[src/hdl/frdr_pkg.sv]
// Shared constants and types for the frame descriptor ring.
`default_nettype none
package frdr_pkg;

	// The ring depth must be a power of two: read index steps wrap by truncation.
	localparam int SLOT_COUNT   = 64;
	localparam int BUFFER_BYTES = 1048576;

	localparam int SLOT_W   = $clog2(SLOT_COUNT);
	localparam int WIDX_W   = SLOT_W + 1;
	localparam int OFFSET_W = 20;
	localparam int LEN_W    = 21;
	localparam int CFG_W    = 6;
	localparam int CFG_IDX_W = 1;
	localparam int SLOT_DATA_W = OFFSET_W + LEN_W;
	localparam int LAG_W    = ((WIDX_W > CFG_W) ? WIDX_W : CFG_W) + 1;
	localparam int ADD_W    = ((SLOT_W > CFG_W) ? SLOT_W : CFG_W) + 1;

	localparam logic [CFG_W-1:0] LAG_LIMIT_RESET = CFG_W'(10);
	localparam logic [CFG_W-1:0] SKIP_STEP_RESET = CFG_W'(9);

	localparam logic [CFG_IDX_W-1:0] CFG_LAG_LIMIT = CFG_IDX_W'(0);
	localparam logic [CFG_IDX_W-1:0] CFG_SKIP_STEP = CFG_IDX_W'(1);

	localparam logic OP_PUT = 1'b0;
	localparam logic OP_GET = 1'b1;

	// Commands from the controller to the datapath.
	typedef struct packed {
		logic do_put;
		logic do_get;
		logic emit_get;
	} frdr_cmd_t;

endpackage
`default_nettype wire

[src/hdl/frdr_ram.sv]
// Generic simple dual-port RAM with registered read.
`default_nettype none
module frdr_ram #(
	parameter int WIDTH = 8,
	parameter int DEPTH = 16
) (
	input  wire logic                     clk,
	input  wire logic                     we,
	input  wire logic [$clog2(DEPTH)-1:0] waddr,
	input  wire logic [WIDTH-1:0]         wdata,
	input  wire logic                     re,
	input  wire logic [$clog2(DEPTH)-1:0] raddr,
	output logic      [WIDTH-1:0]         rdata
);
	logic [WIDTH-1:0] mem_q [DEPTH];

	always_ff @(posedge clk) begin
		if (we) begin
			mem_q[waddr] <= wdata;
		end
		if (re) begin
			rdata <= mem_q[raddr];
		end
	end
endmodule
`default_nettype wire

[src/hdl/frdr_ctrl.sv]
// Controller: accepts commands and sequences the get through its read state.
`default_nettype none
module frdr_ctrl (
	input  wire logic             clk,
	input  wire logic             arst_n,
	input  wire logic             start,
	input  wire logic             opcode,
	output logic                  busy,
	output frdr_pkg::frdr_cmd_t   cmd
);
	import frdr_pkg::*;

	typedef enum logic {
		ST_IDLE,
		ST_GET_RD
	} state_t;

	state_t state_q;
	logic   accept;

	assign accept       = start && !busy;
	assign cmd.do_put   = accept && (opcode == OP_PUT);
	assign cmd.do_get   = accept && (opcode == OP_GET);
	assign cmd.emit_get = (state_q == ST_GET_RD);

	always_ff @(posedge clk or negedge arst_n) begin
		if (!arst_n) begin
			state_q <= ST_IDLE;
			busy    <= 1'b0;
		end else begin
			case (state_q)
				ST_IDLE: begin
					if (cmd.do_get) begin
						state_q <= ST_GET_RD;
						busy    <= 1'b1;
					end
				end
				ST_GET_RD: begin
					state_q <= ST_IDLE;
					busy    <= 1'b0;
				end
				default: begin
					state_q <= ST_IDLE;
					busy    <= 1'b0;
				end
			endcase
		end
	end

	// The slot read waits in the single state ST_GET_RD before the get returns to idle.
	assert property (@(posedge clk) disable iff (!arst_n)
		cmd.do_get |=> (state_q == ST_GET_RD) && busy)
		else $error("get did not enter the read state");
	assert property (@(posedge clk) disable iff (!arst_n)
		(state_q == ST_GET_RD) |=> (state_q == ST_IDLE) && !busy)
		else $error("read state lasted more than one cycle");
	assert property (@(posedge clk) disable iff (!arst_n)
		busy == (state_q == ST_GET_RD))
		else $error("busy out of step with state");
endmodule
`default_nettype wire

[src/hdl/frdr_dp.sv]
// Datapath: config, indices, allocator, written bits, slot memory and result registers.
`default_nettype none
module frdr_dp (
	input  wire logic                                clk,
	input  wire logic                                arst_n,
	input  wire frdr_pkg::frdr_cmd_t                 cmd,
	input  wire logic [frdr_pkg::LEN_W-1:0]          frame_length,
	input  wire logic                                advance,
	input  wire logic                                cfg_valid,
	output logic                                     cfg_ready,
	input  wire logic [frdr_pkg::CFG_IDX_W-1:0]      cfg_index,
	input  wire logic [frdr_pkg::CFG_W-1:0]          cfg_data,
	output logic                                     done,
	output logic                                     was_put,
	output logic                                     found,
	output logic [frdr_pkg::OFFSET_W-1:0]            byte_offset,
	output logic [frdr_pkg::LEN_W-1:0]               length_out
);
	import frdr_pkg::*;

	logic [CFG_W-1:0]      lag_limit_q;
	logic [CFG_W-1:0]      skip_step_q;
	logic [WIDX_W-1:0]     wi_q;
	logic [SLOT_W-1:0]     ri_q;
	logic [LEN_W-1:0]      fill_q;
	logic [SLOT_COUNT-1:0] written_q;
	logic                  hit_q;

	logic [LEN_W-1:0]       len_sat;
	logic [LEN_W:0]         fill_sum;
	logic                   restart;
	logic [LEN_W-1:0]       alloc;
	logic [SLOT_W-1:0]      put_slot;
	logic signed [LAG_W-1:0] lag;
	logic                   empty;
	logic                   over_limit;
	logic [ADD_W-1:0]       step_amt;
	logic [ADD_W-1:0]       ri_sum;
	logic [SLOT_DATA_W-1:0] ram_rdata;

	assign cfg_ready = 1'b1;

	// Put: saturate the length, then bump-allocate with restart at zero.
	always_comb begin
		len_sat  = (frame_length > LEN_W'(BUFFER_BYTES)) ? LEN_W'(BUFFER_BYTES) : frame_length;
		fill_sum = {1'b0, fill_q} + {1'b0, len_sat};
		restart  = (fill_q >= LEN_W'(BUFFER_BYTES)) || (fill_sum > (LEN_W + 1)'(BUFFER_BYTES));
		alloc    = restart ? '0 : fill_q;
		put_slot = (wi_q >= WIDX_W'(SLOT_COUNT)) ? '0 : wi_q[SLOT_W-1:0];
	end

	// Get: signed lag and the written bit decide availability; lag sets the size of the step.
	always_comb begin
		lag        = signed'(LAG_W'(wi_q)) - signed'(LAG_W'(ri_q));
		empty      = (lag == LAG_W'(0)) || (lag == LAG_W'(1)) || !written_q[ri_q];
		over_limit = lag > signed'(LAG_W'(lag_limit_q));
		step_amt   = over_limit ? ADD_W'(skip_step_q) : ADD_W'(1);
		ri_sum     = ADD_W'(ri_q) + step_amt;
	end

	frdr_ram #(
		.WIDTH(SLOT_DATA_W),
		.DEPTH(SLOT_COUNT)
	) u_slot_ram (
		.clk   (clk),
		.we    (cmd.do_put),
		.waddr (put_slot),
		.wdata ({alloc[OFFSET_W-1:0], len_sat}),
		.re    (cmd.do_get),
		.raddr (ri_q),
		.rdata (ram_rdata)
	);

	always_ff @(posedge clk or negedge arst_n) begin
		if (!arst_n) begin
			lag_limit_q <= LAG_LIMIT_RESET;
			skip_step_q <= SKIP_STEP_RESET;
			wi_q        <= '0;
			ri_q        <= '0;
			fill_q      <= '0;
			written_q   <= '0;
			hit_q       <= 1'b0;
			done        <= 1'b0;
		end else begin
			if (cfg_valid && cfg_ready) begin
				case (cfg_index)
					CFG_LAG_LIMIT: lag_limit_q <= cfg_data;
					CFG_SKIP_STEP: skip_step_q <= cfg_data;
					default: ;
				endcase
			end
			if (cmd.do_put) begin
				fill_q              <= alloc + len_sat;
				written_q[put_slot] <= 1'b1;
				wi_q                <= WIDX_W'(put_slot) + WIDX_W'(1);
			end
			if (cmd.do_get) begin
				hit_q <= !empty;
				if (!empty && advance) begin
					ri_q <= ri_sum[SLOT_W-1:0];
				end
			end
			done <= cmd.do_put || cmd.emit_get;
		end
	end

	// Result payload needs no reset; done qualifies it.
	always_ff @(posedge clk) begin
		if (cmd.do_put) begin
			was_put     <= 1'b1;
			found       <= 1'b1;
			byte_offset <= alloc[OFFSET_W-1:0];
			length_out  <= len_sat;
		end else if (cmd.emit_get) begin
			was_put     <= 1'b0;
			found       <= hit_q;
			byte_offset <= hit_q ? ram_rdata[SLOT_DATA_W-1:LEN_W] : '0;
			length_out  <= hit_q ? ram_rdata[LEN_W-1:0] : '0;
		end
	end

	assert property (@(posedge clk) disable iff (!arst_n)
		wi_q <= WIDX_W'(SLOT_COUNT))
		else $error("write index beyond slot count");
	assert property (@(posedge clk) disable iff (!arst_n)
		fill_q <= LEN_W'(BUFFER_BYTES))
		else $error("fill offset beyond buffer");
	assert property (@(posedge clk) disable iff (!arst_n)
		cmd.do_put |=> written_q[$past(put_slot)])
		else $error("put left its slot unmarked");
	assert property (@(posedge clk) disable iff (!arst_n)
		(cmd.do_get && empty) |=> $stable(ri_q))
		else $error("read index moved on an empty get");
endmodule
`default_nettype wire

[src/hdl/frame_descriptor_ring_with_lag_skip.sv]
// Top level of the frame descriptor ring with lag skip.
//
//  channel  | handshake          | payload
//  ---------+--------------------+---------------------------------------------
//  command  | start / busy       | opcode, frame_length, advance
//  result   | done (one cycle)   | was_put, found, byte_offset, length_out
//  config   | cfg_valid/ready    | cfg_index, cfg_data
//
// A put's result appears on done in the cycle after it is taken, and puts may
// follow each other every cycle. A get reads the slot memory, whose read port
// is registered: busy is high in the controller's read state, which sets done.
// Reset clears the indices, fill offset, written bits, hit flag and done, and
// loads the config defaults; the slot memory and result payload hold no reset.
// The result receiver cannot stall, so the block never waits on it.
`default_nettype none
module frame_descriptor_ring_with_lag_skip (
	input  wire logic                           clk,
	input  wire logic                           arst_n,
	input  wire logic                           start,
	output logic                                busy,
	input  wire logic                           opcode,
	input  wire logic [frdr_pkg::LEN_W-1:0]     frame_length,
	input  wire logic                           advance,
	input  wire logic                           cfg_valid,
	output logic                                cfg_ready,
	input  wire logic [frdr_pkg::CFG_IDX_W-1:0] cfg_index,
	input  wire logic [frdr_pkg::CFG_W-1:0]     cfg_data,
	output logic                                done,
	output logic                                was_put,
	output logic                                found,
	output logic [frdr_pkg::OFFSET_W-1:0]       byte_offset,
	output logic [frdr_pkg::LEN_W-1:0]          length_out
);
	import frdr_pkg::*;

	frdr_cmd_t cmd;

	frdr_ctrl u_ctrl (
		.clk    (clk),
		.arst_n (arst_n),
		.start  (start),
		.opcode (opcode),
		.busy   (busy),
		.cmd    (cmd)
	);

	frdr_dp u_dp (
		.clk          (clk),
		.arst_n       (arst_n),
		.cmd          (cmd),
		.frame_length (frame_length),
		.advance      (advance),
		.cfg_valid    (cfg_valid),
		.cfg_ready    (cfg_ready),
		.cfg_index    (cfg_index),
		.cfg_data     (cfg_data),
		.done         (done),
		.was_put      (was_put),
		.found        (found),
		.byte_offset  (byte_offset),
		.length_out   (length_out)
	);
endmodule
`default_nettype wire
[config.mk]
export PLATFORM = sky130hd
export DESIGN_NAME = frame_descriptor_ring_with_lag_skip
export DESIGN_NICKNAME = d
export VERILOG_FILES = /design/src/hdl/frdr_pkg.sv /design/src/hdl/frdr_ram.sv /design/src/hdl/frdr_ctrl.sv /design/src/hdl/frdr_dp.sv /design/src/hdl/frame_descriptor_ring_with_lag_skip.sv
export SDC_FILE = /design/constraint.sdc
export NUM_CORES = 2
export LEC_CHECK = 0
export BUFFER_PORTS_ARGS = -buffer_cell sky130_fd_sc_hd__clkbuf_2
export CAP_MARGIN = 40
export CELL_PAD_IN_SITES_DETAIL_PLACEMENT = 1
export CELL_PAD_IN_SITES_GLOBAL_PLACEMENT = 1
export CORE_MARGIN = 2
export CORE_UTILIZATION = 50
export DETAILED_ROUTE_END_ITERATION = 12
export PLACE_DENSITY = 0.75
export SKIP_CTS_REPAIR_TIMING = 1
export SYNTH_ARGS = -nofsm -noshare
export SYNTH_HDL_FRONTEND = slang
export SYNTH_HIERARCHICAL = 1
export SYNTH_SLANG_ARGS = --single-unit
[constraint.sdc]
create_clock -name clk -period 8.7 [get_ports clk]
set_input_delay 1.305 -clock clk [delete_from_list [all_inputs] [get_ports clk]]
set_output_delay 1.305 -clock clk [all_outputs]
set_load 0.1 [all_outputs]
==> results.txt <==
The flow ran to the end, and the final reports show no timing, DRC or antenna violations. The number of synthesized flops with an enable pin came out at 2,706. The final clock period utilization by the worst path is 0.874. The mean routed wirelength per cell came out at 37.4 um. The fmax is 131 MHz.

In this run the vertical extent of the chip is 473 um. The area fraction of the dominant cell type after synthesis came out at 0.738. The violation count after the first detailed-route iteration came out at 8,082. The global-route total usage across every layer came out at 0.287. At the later pin of the worst-skew pair, clock insertion delay measures 0.96 ns.

The global-route met2 utilization is 0.446. Measured against its own limit, the worst slew margin works out to 0.300. The final cell area excluding filler cells is 124,000 um2. The final-report hold violation count came out at 0. The final critical delay including setup and external delays is 7.61 ns.

Setup repair after global routing left no endpoint under its margin. Across the run, the number of max-cap violations was 0. The full die area is 224,000 um2. At the placement stage, the worst setup path has a slack of 0.268 ns. The area taken by multi-input logic gates is 25,000 um2. The global route total overflow is 0.

The detailed-placement wirelength estimate is 174 mm. The area added between synthesis and finish came out at 13.0%. The worst hold path belongs to the class in2async. The final setup slack of the worst path is 1.09 ns. For this configuration, the core starts out at a cell density of 0.502. The floorplan step defined a core boundary enclosing 219,000 um2. The first detailed-routing pass took 7 iterations. Registers take 84,200 um2. For this run, design rule violations remaining after detail routing come to 0. After clock tree synthesis, the clock-pin slew on the worst setup and hold paths is 0.06 ns. The leakage power total came out at 40.2 nW.

The number of nets in the synthesized netlist is 5,233. The data required time at the worst endpoint came out at 9.53 ns. In the post-synthesis netlist, the cell with the most instances is edfxtp_1. The routed layout has 57,800 vias. After the last flow step, the layout net total stands at 5,560. The fraction of met3 tracks used by global routing is 0.0622. For this run, asynchronously set or reset flops after synthesis account for 0.0404. The clock tree buffer depth is 4. The congestion estimate from routability-driven global placement came to 0.840. The wire length reported by the detailed router is 320 mm. STA classifies the critical path startpoint as a primary input.

For this design the total switching power over the nets is 12.9 mW. The tree is rooted in a clkbuf_16. STA classifies the critical path endpoint as a flop. The die width is 473 um. The number of distinct library cells after synthesis is 80. The met1 global-route usage is 0.395. The synthesized area divided by synthesized cell count came out at 21.4 um2. The number of fill cells in the layout is 18,500.

The standard-cell row count is 172. The cell internal power dissipation came out at 27.0 mW. The average via count per standard cell came out at 6.76. Of the total power, the share spent switching nets is 0.324. The share of total power dissipated in the clock network is 0.301. The critical path is of the in2reg type. The sequential-to-total area share from yosys stat is 0.764.

Once detail routing completed, the nets flagged for antenna violations numbered 0. The number of flip-flops and latches in the synthesized netlist is 2,822. For the final routed database, the setup TNS stands at 0 ns. In the final layout, the share of cells above drive strength 1 is 0.273. The quantity of I/O buffers inserted on ports came out at 78. At the pin with the least slew margin, the transition time is 1.05 ns. The I/O pin count came out at 80. The part of the power in registers is 0.400. The post-route total power came out at 39.9 mW. The part of the total power dissipated in combinational logic came out at 0.298. The total clock buffers created by CTS is 292.

The mapped cell area came out at 110,000 um2. The synthesized design spends more area on one cell type than any other, namely edfxtp_1. After synthesis, the most frequently instantiated cells are edfxtp_1, mux4_2, nor2_1, clkbuf_1, dfrtp_1.

By area the synthesized netlist is led by edfxtp_1, mux4_2, dfrtp_1. The number of H-tree levels came out at 5. The maximum number of pins on one net before global-route repair came out at 117. The post-synthesis instance total came out at 5,136.

The worst clock skew on the final layout is 0.0491 ns. The most instantiated flip-flop cell in the synthesis netlist is edfxtp_1. For the worst setup path, the data arrival time is 8.44 ns. The via count of the first global-routing pass is 60,100. TritonCTS built the clock tree. The routing layer with the top usage in global route is met2. Of all nets on the critical path, the largest fanout is 12. The first-pass GRT wire length came out at 451 mm. The total of warnings raised by yosys is 6. The total cell area at the placement stage is 115,000 um2. The number of failing setup endpoints in the final timing report came out at 0. The worst-case IR drop observed on VDD is 0.000277 V. The total clock sinks is 2,822. The max-slew violation count came out at 0. The initial antenna violation count is 18. The power density of the placed cells came out at 321 nW/um2.
==> state kept, by name, indices dropped and copies added (netlist names) <==
name / cells
u_dp/u_slot_ram/mem_q: 2624
u_dp/written_q: 64
u_dp/u_slot_ram/rdata: 41
u_dp/fill_q: 21
u_dp/length_out: 21
u_dp/byte_offset: 20
u_dp/wi_q: 7
u_dp/lag_limit_q: 6
u_dp/ri_q: 6
u_dp/skip_step_q: 6
u_ctrl/busy: 1
u_ctrl/state_q: 1
u_dp/done: 1
u_dp/found: 1
u_dp/hit_q: 1
u_dp/was_put: 1
==> placed cells by master, fill, tap and decap left out, types with 16 or more instances in the layout <==
cell type,instances
o21ai_0,53
buf_4,183
diode_2,16
nand2_1,70
a21oi_1,99
clkinv_1,57
a221oi_1,73
mux2i_1,45
a211oi_1,19
nor3_1,30
a22o_1,91
edfxtp_1,2706
nor2_1,93
clkbuf_2,76
clkbuf_16,299
o221ai_1,28
bufinv_16,22
clkinv_2,37
o21bai_1,43
a32o_1,20
mux4_2,672
xnor2_1,21
buf_12,19
a21o_1,46
mux2_2,30
clkbuf_1,51
ha_1,59
nand3_1,30
nor2_4,64
nor2b_1,25
dfrtp_1,105
buf_2,24
inv_1,46
o22ai_1,98
a22oi_1,44
and2_2,28
==> final timing paths <==
kind	start	end	cells after the start	slack [ns]
setup / recovery	frame_length[9]	u_dp/fill_q[18]	28	1.09
hold / removal	arst_n	u_dp/fill_q[1]	1	0.39
setup reg to reg	u_dp/fill_q[12]	u_dp/fill_q[18]	22	2.27
hold reg to reg	u_dp/written_q[50]	u_dp/written_q[50]	1	0.45
max in group asynchronous	arst_n	u_dp/written_q[31]	3	7.24
min in group clk	u_dp/written_q[50]	u_dp/written_q[50]	1	0.45
==> kinds of logic after synthesis <==
| logic type | after synthesis | synth area share |
|---|---|---|
| other cells | 1 | 0.0000340 |
| flops | 2822 | 0.764 |
| buf+inv | 331 | 0.0155 |
| mux | 747 | 0.145 |
| simple gates | 461 | 0.0209 |
| compound gates | 680 | 0.0449 |
| xor+xnor | 31 | 0.00247 |
| fa+ha+maj | 63 | 0.00743 |
==> worst max-delay path: stages <==
cell and delay, ns:
clkbuf_2 0.19, nor4_1 0.52, nand3_1 0.17, o21ai_0 0.19, buf_4 0.19, and2_2 0.16, ha_1 0.33, a21oi_1 0.36
o21ai_1 0.29, xor2_1 0.21, or4_1 0.43, a222oi_1 0.41, nand4_1 0.15, or4_4 0.61, nand2_2 0.10, buf_4 0.19
and2_2 0.17, ha_1 0.18, fa_1 0.23, a21o_1 0.14, a21oi_1 0.10, o21ai_0 0.24, a31oi_1 0.17, o221ai_1 0.37
a41o_1 0.30, o21ai_0 0.18, a211o_1 0.33, a41oi_1 0.19
==> cell type report <==
class	instances	area share
well taps	2871	0.0289
inverters	47	0.00142
repair buffers	317	0.0209
clock buffers	352	0.0619
flip-flops and latches	2822	0.676
multi-input cells	1983	0.200
clock inverters	139	0.0100
diodes	16	0.000322
==> power groups by stage <==
stage	registers [mW]	logic, mW	clock network, mW
after floorplan	16.2	7.12	0
after global placement	16.3	11.1	0
after detailed placement	16.3	11.6	0
after CTS	16.0	11.8	12.1
after global routing	16.0	12.4	12.6
final	16.0	11.9	12.0
==> metrics by stage <==
stage                util  instances  hold slack, ns
floorplan               -       5136           0.423
global placement    0.523       7979           0.433
detailed placement  0.526       8028           0.440
CTS                 0.567       8519           0.386
global route        0.567       8532           0.418
finish              0.568       8547           0.395
==> metal layers <==
layer  part of all wire  up-vias
met5            0.00023        -
met4              0.047       12
met3               0.11      683
met2               0.47     3787
met1               0.37    30900
li1                   -    22400
Note: power is estimated with default switching activity, not from simulation.
